### config.mk
export PLATFORM = sky130hd
export DESIGN_NAME = breakpoint_match_table
export DESIGN_NICKNAME = d
export VERILOG_FILES = /design/src/bmt_pkg.sv /design/src/breakpoint_match_table.sv /design/src/bmt_cell.sv /design/src/bmt_ctrl.sv
export SDC_FILE = /design/constraint.sdc
export NUM_CORES = 2
export LEC_CHECK = 0
export ABC_CLOCK_PERIOD_IN_PS = 2800
export BUFFER_PORTS_ARGS = -buffer_cell sky130_fd_sc_hd__buf_2
export CORE_MARGIN = 5
export CORE_UTILIZATION = 35
export CTS_CLUSTER_SIZE = 20
export DETAILED_ROUTE_END_ITERATION = 16
export SETUP_SLACK_MARGIN = 0.2
export SLEW_MARGIN = 20
export SYNTH_ARGS = -nofsm -noshare
export SYNTH_HDL_FRONTEND = slang
export SYNTH_SLANG_ARGS = --single-unit
### constraint.sdc
create_clock -name i_clk -period 2.8 [get_ports i_clk]
set_input_delay 0.42 -clock i_clk [delete_from_list [all_inputs] [get_ports i_clk]]
set_output_delay 0.42 -clock i_clk [all_outputs]
set_load 0.01 [all_outputs]
### src/bmt_pkg.sv
// Shared types and constants of the breakpoint match table.
package bmt_pkg;

    localparam int MAX_ENTRIES_DEF  = 16;
    localparam int MEMORY_WORDS_DEF = 4096;

    // Slot fields are six bits wide, enough to index up to 64 entries.
    localparam int SLOT_W = 6;
    localparam int ADDR_W = 16;
    localparam int HITS_W = 16;
    localparam int CMD_W  = 2;
    localparam int STAT_W = 3;

    localparam logic [CMD_W-1:0] CMD_ADD    = 2'd0;
    localparam logic [CMD_W-1:0] CMD_REMOVE = 2'd1;
    localparam logic [CMD_W-1:0] CMD_CHECK  = 2'd2;

    localparam logic [STAT_W-1:0] ST_OK        = 3'd0;
    localparam logic [STAT_W-1:0] ST_INVALID   = 3'd1;
    localparam logic [STAT_W-1:0] ST_DUPLICATE = 3'd2;
    localparam logic [STAT_W-1:0] ST_FULL      = 3'd3;
    localparam logic [STAT_W-1:0] ST_NOT_FOUND = 3'd4;

    // Command token that walks down the cell chain, collecting match and free-slot results.
    typedef struct packed {
        logic              valid;
        logic [CMD_W-1:0]  cmd;
        logic [ADDR_W-1:0] addr;
        logic              found;
        logic [SLOT_W-1:0] slot;
        logic [HITS_W-1:0] hits;
        logic              free_found;
        logic [SLOT_W-1:0] free_slot;
    } t_token;

    // Allocation write broadcast to all cells when an add completes.
    typedef struct packed {
        logic              en;
        logic [SLOT_W-1:0] slot;
        logic [ADDR_W-1:0] addr;
    } t_wr;

endpackage

### src/breakpoint_match_table.sv
// Top level of the breakpoint match table: control unit and the chain of entry cells.
//
// The block keeps a table of MAX_ENTRIES breakpoints and takes one command word at a
// time: add, remove or check a 16-bit instruction address. Each entry lives in its own
// cell of a chain, and a command travels down the chain one cell per clock, so the
// lowest enabled match and the lowest reusable slot fall out of the walk in entry order.
// An accepted item passes the register of every cell in the chain, then the result
// stage and then the output register; a new word is taken only once the last result
// has left the result stage, so commands are handled one at a time. A finished
// result may wait in the output register while the next command walks the chain.
// Adds take the lowest freed slot first and otherwise append; the allocation is
// broadcast to all cells when the command leaves the chain. Hit counters saturate at
// 65535. Command code 3 changes nothing and returns an all-zero result.
// Entries need no clearing pass after reset: only enable and allocation bits are reset.
module breakpoint_match_table #(
    parameter int MAX_ENTRIES  = bmt_pkg::MAX_ENTRIES_DEF,
    parameter int MEMORY_WORDS = bmt_pkg::MEMORY_WORDS_DEF
) (
    input  logic        i_clk,
    input  logic        i_rst_n,
    input  logic        i_s_tvalid,
    output logic        o_s_tready,
    input  logic [23:0] i_s_tdata,  // [1:0] cmd, [17:2] addr, [23:18] zero
    output logic        o_m_tvalid,
    input  logic        i_m_tready,
    output logic [23:0] o_m_tdata   // [2:0] status, [3] hit, [7:4] slot, [23:8] hit_total
);

    // Token positions along the chain; entry zero is fed by the control unit and
    // the last position returns to it.
    bmt_pkg::t_token tok [0:MAX_ENTRIES];
    bmt_pkg::t_wr    wr;

    bmt_ctrl #(
        .MAX_ENTRIES  (MAX_ENTRIES),
        .MEMORY_WORDS (MEMORY_WORDS)
    ) u_ctrl (
        .i_clk      (i_clk),
        .i_rst_n    (i_rst_n),
        .i_s_tvalid (i_s_tvalid),
        .o_s_tready (o_s_tready),
        .i_s_tdata  (i_s_tdata),
        .o_m_tvalid (o_m_tvalid),
        .i_m_tready (i_m_tready),
        .o_m_tdata  (o_m_tdata),
        .o_tok      (tok[0]),
        .i_tok      (tok[MAX_ENTRIES]),
        .o_wr       (wr)
    );

    // Each cell holds one entry and hands the token to the next cell every cycle.
    for (genvar g = 0; g < MAX_ENTRIES; g++) begin : g_cell
        bmt_cell #(
            .CELL_IDX (g)
        ) u_cell (
            .i_clk   (i_clk),
            .i_rst_n (i_rst_n),
            .i_tok   (tok[g]),
            .o_tok   (tok[g+1]),
            .i_wr    (wr)
        );
    end

endmodule

### src/bmt_cell.sv
// One breakpoint entry of the chain: holds its entry and passes the command token on.
module bmt_cell #(
    parameter int CELL_IDX = 0
) (
    input  logic            i_clk,
    input  logic            i_rst_n,
    input  bmt_pkg::t_token i_tok,
    output bmt_pkg::t_token o_tok,
    input  bmt_pkg::t_wr    i_wr
);

    localparam logic [bmt_pkg::SLOT_W-1:0] MY_SLOT = bmt_pkg::SLOT_W'(CELL_IDX);

    logic [bmt_pkg::ADDR_W-1:0] r_addr;
    logic [bmt_pkg::HITS_W-1:0] r_hits;
    logic                       r_en;
    logic                       r_alloc;
    bmt_pkg::t_token            r_tok;
    bmt_pkg::t_token            n_tok;

    logic                       match;
    logic                       wr_me;
    logic [bmt_pkg::HITS_W-1:0] hits_inc;

    // Only the first enabled match along the chain claims the token.
    assign match    = i_tok.valid && !i_tok.found && r_en && (r_addr == i_tok.addr);
    assign wr_me    = i_wr.en && (i_wr.slot == MY_SLOT);
    assign hits_inc = (r_hits == {bmt_pkg::HITS_W{1'b1}}) ? r_hits : r_hits + 1'b1;

    always_comb begin
        n_tok = i_tok;
        if (match) begin
            n_tok.found = 1'b1;
            n_tok.slot  = MY_SLOT;
            n_tok.hits  = (i_tok.cmd == bmt_pkg::CMD_CHECK) ? hits_inc : r_hits;
        end
        // An allocated but disabled entry can be reused by an add.
        if (i_tok.valid && !i_tok.free_found && r_alloc && !r_en) begin
            n_tok.free_found = 1'b1;
            n_tok.free_slot  = MY_SLOT;
        end
    end

    always_ff @(posedge i_clk) begin
        if (!i_rst_n) begin
            r_en      <= 1'b0;
            r_alloc   <= 1'b0;
            r_tok.valid <= 1'b0;
        end else begin
            r_tok <= n_tok;
            if (wr_me) begin
                r_en    <= 1'b1;
                r_alloc <= 1'b1;
            end else if (match && (i_tok.cmd == bmt_pkg::CMD_REMOVE)) begin
                r_en <= 1'b0;
            end
        end
    end

    always_ff @(posedge i_clk) begin
        if (wr_me) begin
            r_addr <= i_wr.addr;
            r_hits <= '0;
        end else if (match && (i_tok.cmd == bmt_pkg::CMD_CHECK)) begin
            r_hits <= hits_inc;
        end
    end

    assign o_tok = r_tok;

endmodule

### src/bmt_ctrl.sv
// Command entry, result decision, used-slot count and output registers.
module bmt_ctrl #(
    parameter int MAX_ENTRIES  = bmt_pkg::MAX_ENTRIES_DEF,
    parameter int MEMORY_WORDS = bmt_pkg::MEMORY_WORDS_DEF
) (
    input  logic            i_clk,
    input  logic            i_rst_n,
    input  logic            i_s_tvalid,
    output logic            o_s_tready,
    input  logic [23:0]     i_s_tdata,
    output logic            o_m_tvalid,
    input  logic            i_m_tready,
    output logic [23:0]     o_m_tdata,
    output bmt_pkg::t_token o_tok,
    input  bmt_pkg::t_token i_tok,
    output bmt_pkg::t_wr    o_wr
);

    localparam int UW = $clog2(MAX_ENTRIES + 1);

    logic [UW-1:0] r_used;
    logic          r_busy;
    logic          r_pend_v;
    logic [23:0]   r_pend;
    logic          r_out_v;
    logic [23:0]   r_out;

    logic                        accept;
    logic [bmt_pkg::STAT_W-1:0]  res_status;
    logic                        res_hit;
    logic [bmt_pkg::SLOT_W-1:0]  res_slot;
    logic [bmt_pkg::HITS_W-1:0]  res_total;
    logic                        bump_used;
    logic                        out_load;

    assign o_s_tready = !r_busy && !r_pend_v;
    assign accept     = i_s_tvalid && o_s_tready;

    always_comb begin
        o_tok       = '0;
        o_tok.valid = accept;
        o_tok.cmd   = i_s_tdata[1:0];
        o_tok.addr  = i_s_tdata[17:2];
    end

    // Decide the result once the token has passed every cell.
    always_comb begin
        res_status = bmt_pkg::ST_OK;
        res_hit    = 1'b0;
        res_slot   = '0;
        res_total  = '0;
        bump_used  = 1'b0;
        o_wr       = '0;
        o_wr.addr  = i_tok.addr;
        case (i_tok.cmd)
            bmt_pkg::CMD_ADD: begin
                if ({1'b0, i_tok.addr} >= 17'(MEMORY_WORDS)) begin
                    res_status = bmt_pkg::ST_INVALID;
                end else if (i_tok.found) begin
                    res_status = bmt_pkg::ST_DUPLICATE;
                end else if (i_tok.free_found) begin
                    o_wr.en   = i_tok.valid;
                    o_wr.slot = i_tok.free_slot;
                    res_slot  = i_tok.free_slot;
                end else if (r_used == UW'(MAX_ENTRIES)) begin
                    res_status = bmt_pkg::ST_FULL;
                end else begin
                    o_wr.en   = i_tok.valid;
                    o_wr.slot = bmt_pkg::SLOT_W'(r_used);
                    res_slot  = bmt_pkg::SLOT_W'(r_used);
                    bump_used = i_tok.valid;
                end
            end
            bmt_pkg::CMD_REMOVE: begin
                if (i_tok.found) begin
                    res_slot = i_tok.slot;
                end else begin
                    res_status = bmt_pkg::ST_NOT_FOUND;
                end
            end
            bmt_pkg::CMD_CHECK: begin
                if (i_tok.found) begin
                    res_hit   = 1'b1;
                    res_slot  = i_tok.slot;
                    res_total = i_tok.hits;
                end
            end
            default: begin
            end
        endcase
    end

    assign out_load = r_pend_v && (!r_out_v || i_m_tready);

    always_ff @(posedge i_clk) begin
        if (!i_rst_n) begin
            r_used   <= '0;
            r_busy   <= 1'b0;
            r_pend_v <= 1'b0;
            r_out_v  <= 1'b0;
        end else begin
            if (bump_used) begin
                r_used <= r_used + 1'b1;
            end
            if (accept) begin
                r_busy <= 1'b1;
            end else if (i_tok.valid) begin
                r_busy <= 1'b0;
            end
            if (i_tok.valid) begin
                r_pend_v <= 1'b1;
            end else if (out_load) begin
                r_pend_v <= 1'b0;
            end
            if (out_load) begin
                r_out_v <= 1'b1;
            end else if (i_m_tready) begin
                r_out_v <= 1'b0;
            end
        end
    end

    always_ff @(posedge i_clk) begin
        if (i_tok.valid) begin
            r_pend <= {res_total, 4'(res_slot), res_hit, res_status};
        end
        if (out_load) begin
            r_out <= r_pend;
        end
    end

    assign o_m_tvalid = r_out_v;
    assign o_m_tdata  = r_out;

endmodule

==> impl_metrics.yaml <==
timing:
  clock_skew_ps: 27.9
  max_slew.worst_pin.slew_ps: 1000
  period_minus_slack_ps: 2610
  worst_slack_ps: 191
  fmax_mhz: 383
  rsz0062_at_grt: "true"
  finalSetupTns_ps: 0
  final_hold_viol_count: 0
  slew_viol_final: 0
  period_share_pct: 93.2
  relSlewSlack_pct: 33.0
  setup_viol: 0
logic_synthesis:
  synthAdderAreaFrac_pct: 0.502
  async_reset_ff_share_pct: 0
  synth-seq-cells: 1290
  synth_flop_cell: "edfxtp_1"
  synth_seq_area_share_pct: 65.0
  yosysUniqueCellTypes: 84
  synth_edf_count: 978
  synthMuxAreaShare_pct: 1.62
  synth_area_leaders: "edfxtp_1 (54%), dfxtp_1 (11%), xor2_1 (4.1%)"
  synth_compound_area_share_pct: 8.00
  synth-simple-area-share_pct: 16.1
  syn_area_per_cell_um2: 12.2
  syn_inst: 4492
  synthesis.nets: 4542
  synth.top_cell.area_share_pct: 53.6
  synth_xor_area_share_pct: 7.16
  synth_top_family_by_area: "simple AND/OR/NAND/NOR gates"
  synth_largest_area_cell: "edfxtp_1"
  synth_warnings: 0
  synth_area_um2: 54800
cts:
  insertion_delay_ps: 740
  clockBufferDepth: 3
  clock-root-buffer: "clkbuf_16"
  clkSlewWorstSetupHoldPaths_ps: 60
  numCtsBuffers: 130
  cts_max_level: 4
  cts_tree: "done"
  cts.sinks: 1290
global_routing:
  antenna_found_initial: 3
  grt_pass1_vias: 33700
  gr-total-overflow: 0
  grt_max_degree: 94
  grt_pass1_wl_mm: 189
  grtUsageTotal_pct: 14.3
placed_design:
  dp_slack_ps: 118
  io_buffers: 47
  dpl.cell_count: 6574
  place.gp.congestion: 0.830
  hpwlAfterDp_mm: 80.6
cells_and_area:
  nets: 4743
  ff_latch_area_um2: 35600
  stdcell_count: 6852
  diodes: 0
  drive_gt1_share_pct: 12.0
  multiInputGateArea_um2: 18600
  area_delta_synth_final_pct: 15.9
  final_util_pct: 40.7
  nFillCells: 14500
power_and_ir_drop:
  p_leak_nw: 21.0
  power.total_mw: 39.2
  max-vdd-ir-drop_mv: 0.572
  clkPwrFrac_pct: 42.3
  cellPowerDensity_nw_per_um2: 616
  intPower_mw: 30.9
  p_seq_share_pct: 55.0
  pwr-share-comb_pct: 2.7
  swShare_pct: 21.0
  power_switching_mw: 8.23
critical_path:
  cp-end-kind: "flop"
  startpoint: "g_cell[4].u_cell.r_addr[5]"
  endpoint: "g_cell[4].u_cell.o_tok[11]"
  path_depth: 7
  r2r_cells: 7
  crit_chain: "xnor2_2 > nand4_1 > or4_4 > or3_1 > buf_12 > nand2_1 > o21ai_0"
  worstReg2RegEnd: "g_cell[4].u_cell.o_tok[11]"
  rr_startpoint: "g_cell[4].u_cell.r_addr[5]"
  cp_max_fo: 22
  crit_buf_inv: 1
  cp.required_ps: 3270
  r2r_slack_ps: 190
  crit_path_start_kind: "flop"
  setup.worst_path.class: "flop to flop"
  slowest_delay_ps: 620
  worstPathArrival_ps: 3080
  worst_path_max_delay_cell: "or4_4"
  critPathTopFamily: "simple AND/OR/NAND/NOR gates"
detailed_routing:
  drt-total-wl_mm: 120
  antenna_left: 0
  num_vias: 35000
  drcViolationCount: 0
  drt_iter0_markers: 2501
  routed_via_density: 5.11
  wl_per_cell_um: 17.6
  first_pass_iters: 5
floorplanning:
  ios: 54
  initial_utilization_pct: 35.1
  die_w_um: 406
  rows: 145
  core_area_um2: 156000
  die_area_um2: 165000
  die_y_um: 406
job:
  maxCapViolCount: 0
outcome:
  outcome: "finished, final reports clean"
worst_hold_path:
  min_path_type: "input pin to flop"
-- cells in the final DEF (no fill, tap or decap), drive strengths merged, types with 14 or more instances in the layout --
cell type | synthesis | final
dlygate4sd3 | 0 | 20
ha | 22 | 22
edfxtp | 978 | 978
inv | 45 | 48
and3 | 56 | 56
xor2 | 259 | 259
nor4 | 97 | 97
or4 | 25 | 25
mux2i | 62 | 62
nor4bb | 14 | 14
clkbuf | 149 | 192
nand4 | 117 | 117
nand3b | 20 | 20
nand2 | 307 | 307
nand2b | 69 | 69
o21ai | 254 | 254
clkinv | 1 | 40
or2 | 72 | 72
xnor2 | 189 | 189
nor2b | 42 | 42
and4 | 37 | 37
o21a | 39 | 39
mux2 | 24 | 24
nor3 | 120 | 120
buf | 32 | 226
nand3 | 159 | 159
or3 | 103 | 103
a31oi | 26 | 26
nor2 | 338 | 338
a311oi | 29 | 29
o31ai | 15 | 15
a21oi | 298 | 298
a211oi | 16 | 16
dfxtp | 312 | 312
and2 | 60 | 60
-- worst reg2reg max path: stages, from the launching register on --
cell	delay [ps]
edfxtp_1	430
xnor2_2	210
nand4_1	290
or4_4	630
or3_1	430
buf_12	180
nand2_1	80
o21ai_0	90
-- what timing repair did --
action                                  CTS  global route
pin swaps                                 9            20
endpoints found under the setup margin  243           227
gates cloned                              3             4
buffers inserted                         10             8
gates resized for setup                  23            51
hold buffers                             20             0
endpoints found under the hold margin    21             0
-- through the flow --
stage	instance area (um2)	hold WS [ps]
2_1_floorplan	55000	400
3_3_place_gp	58700	405
3_5_place_dp	58700	405
4_1_cts	63200	73.2
5_1_grt	63500	89.6
6_report	63500	122
-- state kept, by name, indices dropped and copies added, names as in the netlist --
name	count
u_ctrl.o_m_tdata	24
g_cell.u_cell.r_en	16
u_ctrl.r_pend_v	1
u_ctrl.r_busy	1
g_cell.u_cell.o_tok	690
u_ctrl.o_m_tvalid	1
u_ctrl.r_pend	24
g_cell.u_cell.r_hits	256
g_cell.u_cell.r_addr	256
g_cell.u_cell.r_alloc	16
u_ctrl.r_used	5
-- power by group through the flow --
stage          clock (mW)  combinational, mW  sequential [mW]
2_1_floorplan           0              0.509             21.8
3_3_place_gp            0               1.02             22.0
3_5_place_dp            0               1.03             22.0
4_1_cts              17.0               1.07             21.6
5_1_grt              17.9               1.17             21.6
6_report             16.5               1.06             21.6
-- synth_stat cells, types with 5 or more instances --
master,n
o21ai_0,250
o41ai_1,5
a311oi_1,29
or3_1,102
nand2b_1,68
o21a_1,39
or2_1,5
and4_1,37
a21oi_1,296
clkbuf_1,149
o211ai_1,12
and3_1,56
mux2i_1,62
xor2_1,259
a21o_1,9
buf_2,22
nand2_1,307
nor3_1,116
dfxtp_1,312
nor2b_1,42
mux2_2,24
o22ai_1,7
a31oi_1,26
and2_1,59
nor3b_1,10
nor4bb_1,14
a211oi_1,16
nand3b_1,20
or2_2,64
nand4_1,117
o21bai_1,6
ha_1,22
nor4_1,95
nor2_1,331
o31a_1,12
or4_1,24
and4b_1,5
o31ai_1,14
nor4b_1,5
nand3_1,159
edfxtp_1,978
xnor2_1,189
inv_1,43
-- layer usage --
layer	track usage (%)	vias to the layer above	share of wire, %
met3	2.36	184	4.2
li1	-	17100	-
met2	24.6	711	50
met4	4.15	0	2.3
met1	18.8	17100	44
met5	0	-	0
-- kinds of logic (layout without fill, tap and decap cells) --
logic type | after synthesis | count (layout)
AND/OR/NAND/NOR | 1663 | 1663
flip-flops | 1290 | 1290
AO/OA/AOI/OAI | 756 | 756
XOR/XNOR | 448 | 448
buffers and inverters | 227 | 529
multiplexers | 86 | 86
adder cells (fa/ha/maj) | 22 | 22
-- final cells by class --
class | count | share of cell area [%]
multi-input cells | 2975 | 29.3
flip-flops and latches | 1290 | 56.0
clock inverters | 44 | 0.451
well taps | 2058 | 4.05
clock buffers | 189 | 5.90
inverters | 46 | 0.297
repair buffers | 250 | 3.99
-- worst min-delay path by stage --
stage,from,end,slack (ps),depth (start not counted)
after detailed placement,u_ctrl.r_pend[14],u_ctrl.o_m_tdata[14],400,0
after global placement,u_ctrl.r_pend[1],u_ctrl.o_m_tdata[1],400,0
after CTS,i_rst_n,g_cell[4].u_cell.o_tok[22],70,1
after global routing,i_rst_n,g_cell[4].u_cell.o_tok[22],90,1
final,i_rst_n,g_cell[4].u_cell.o_tok[22],120,1
after floorplan,u_ctrl.r_pend[0],u_ctrl.o_m_tdata[0],400,0
(Power assumes the default switching activity.)
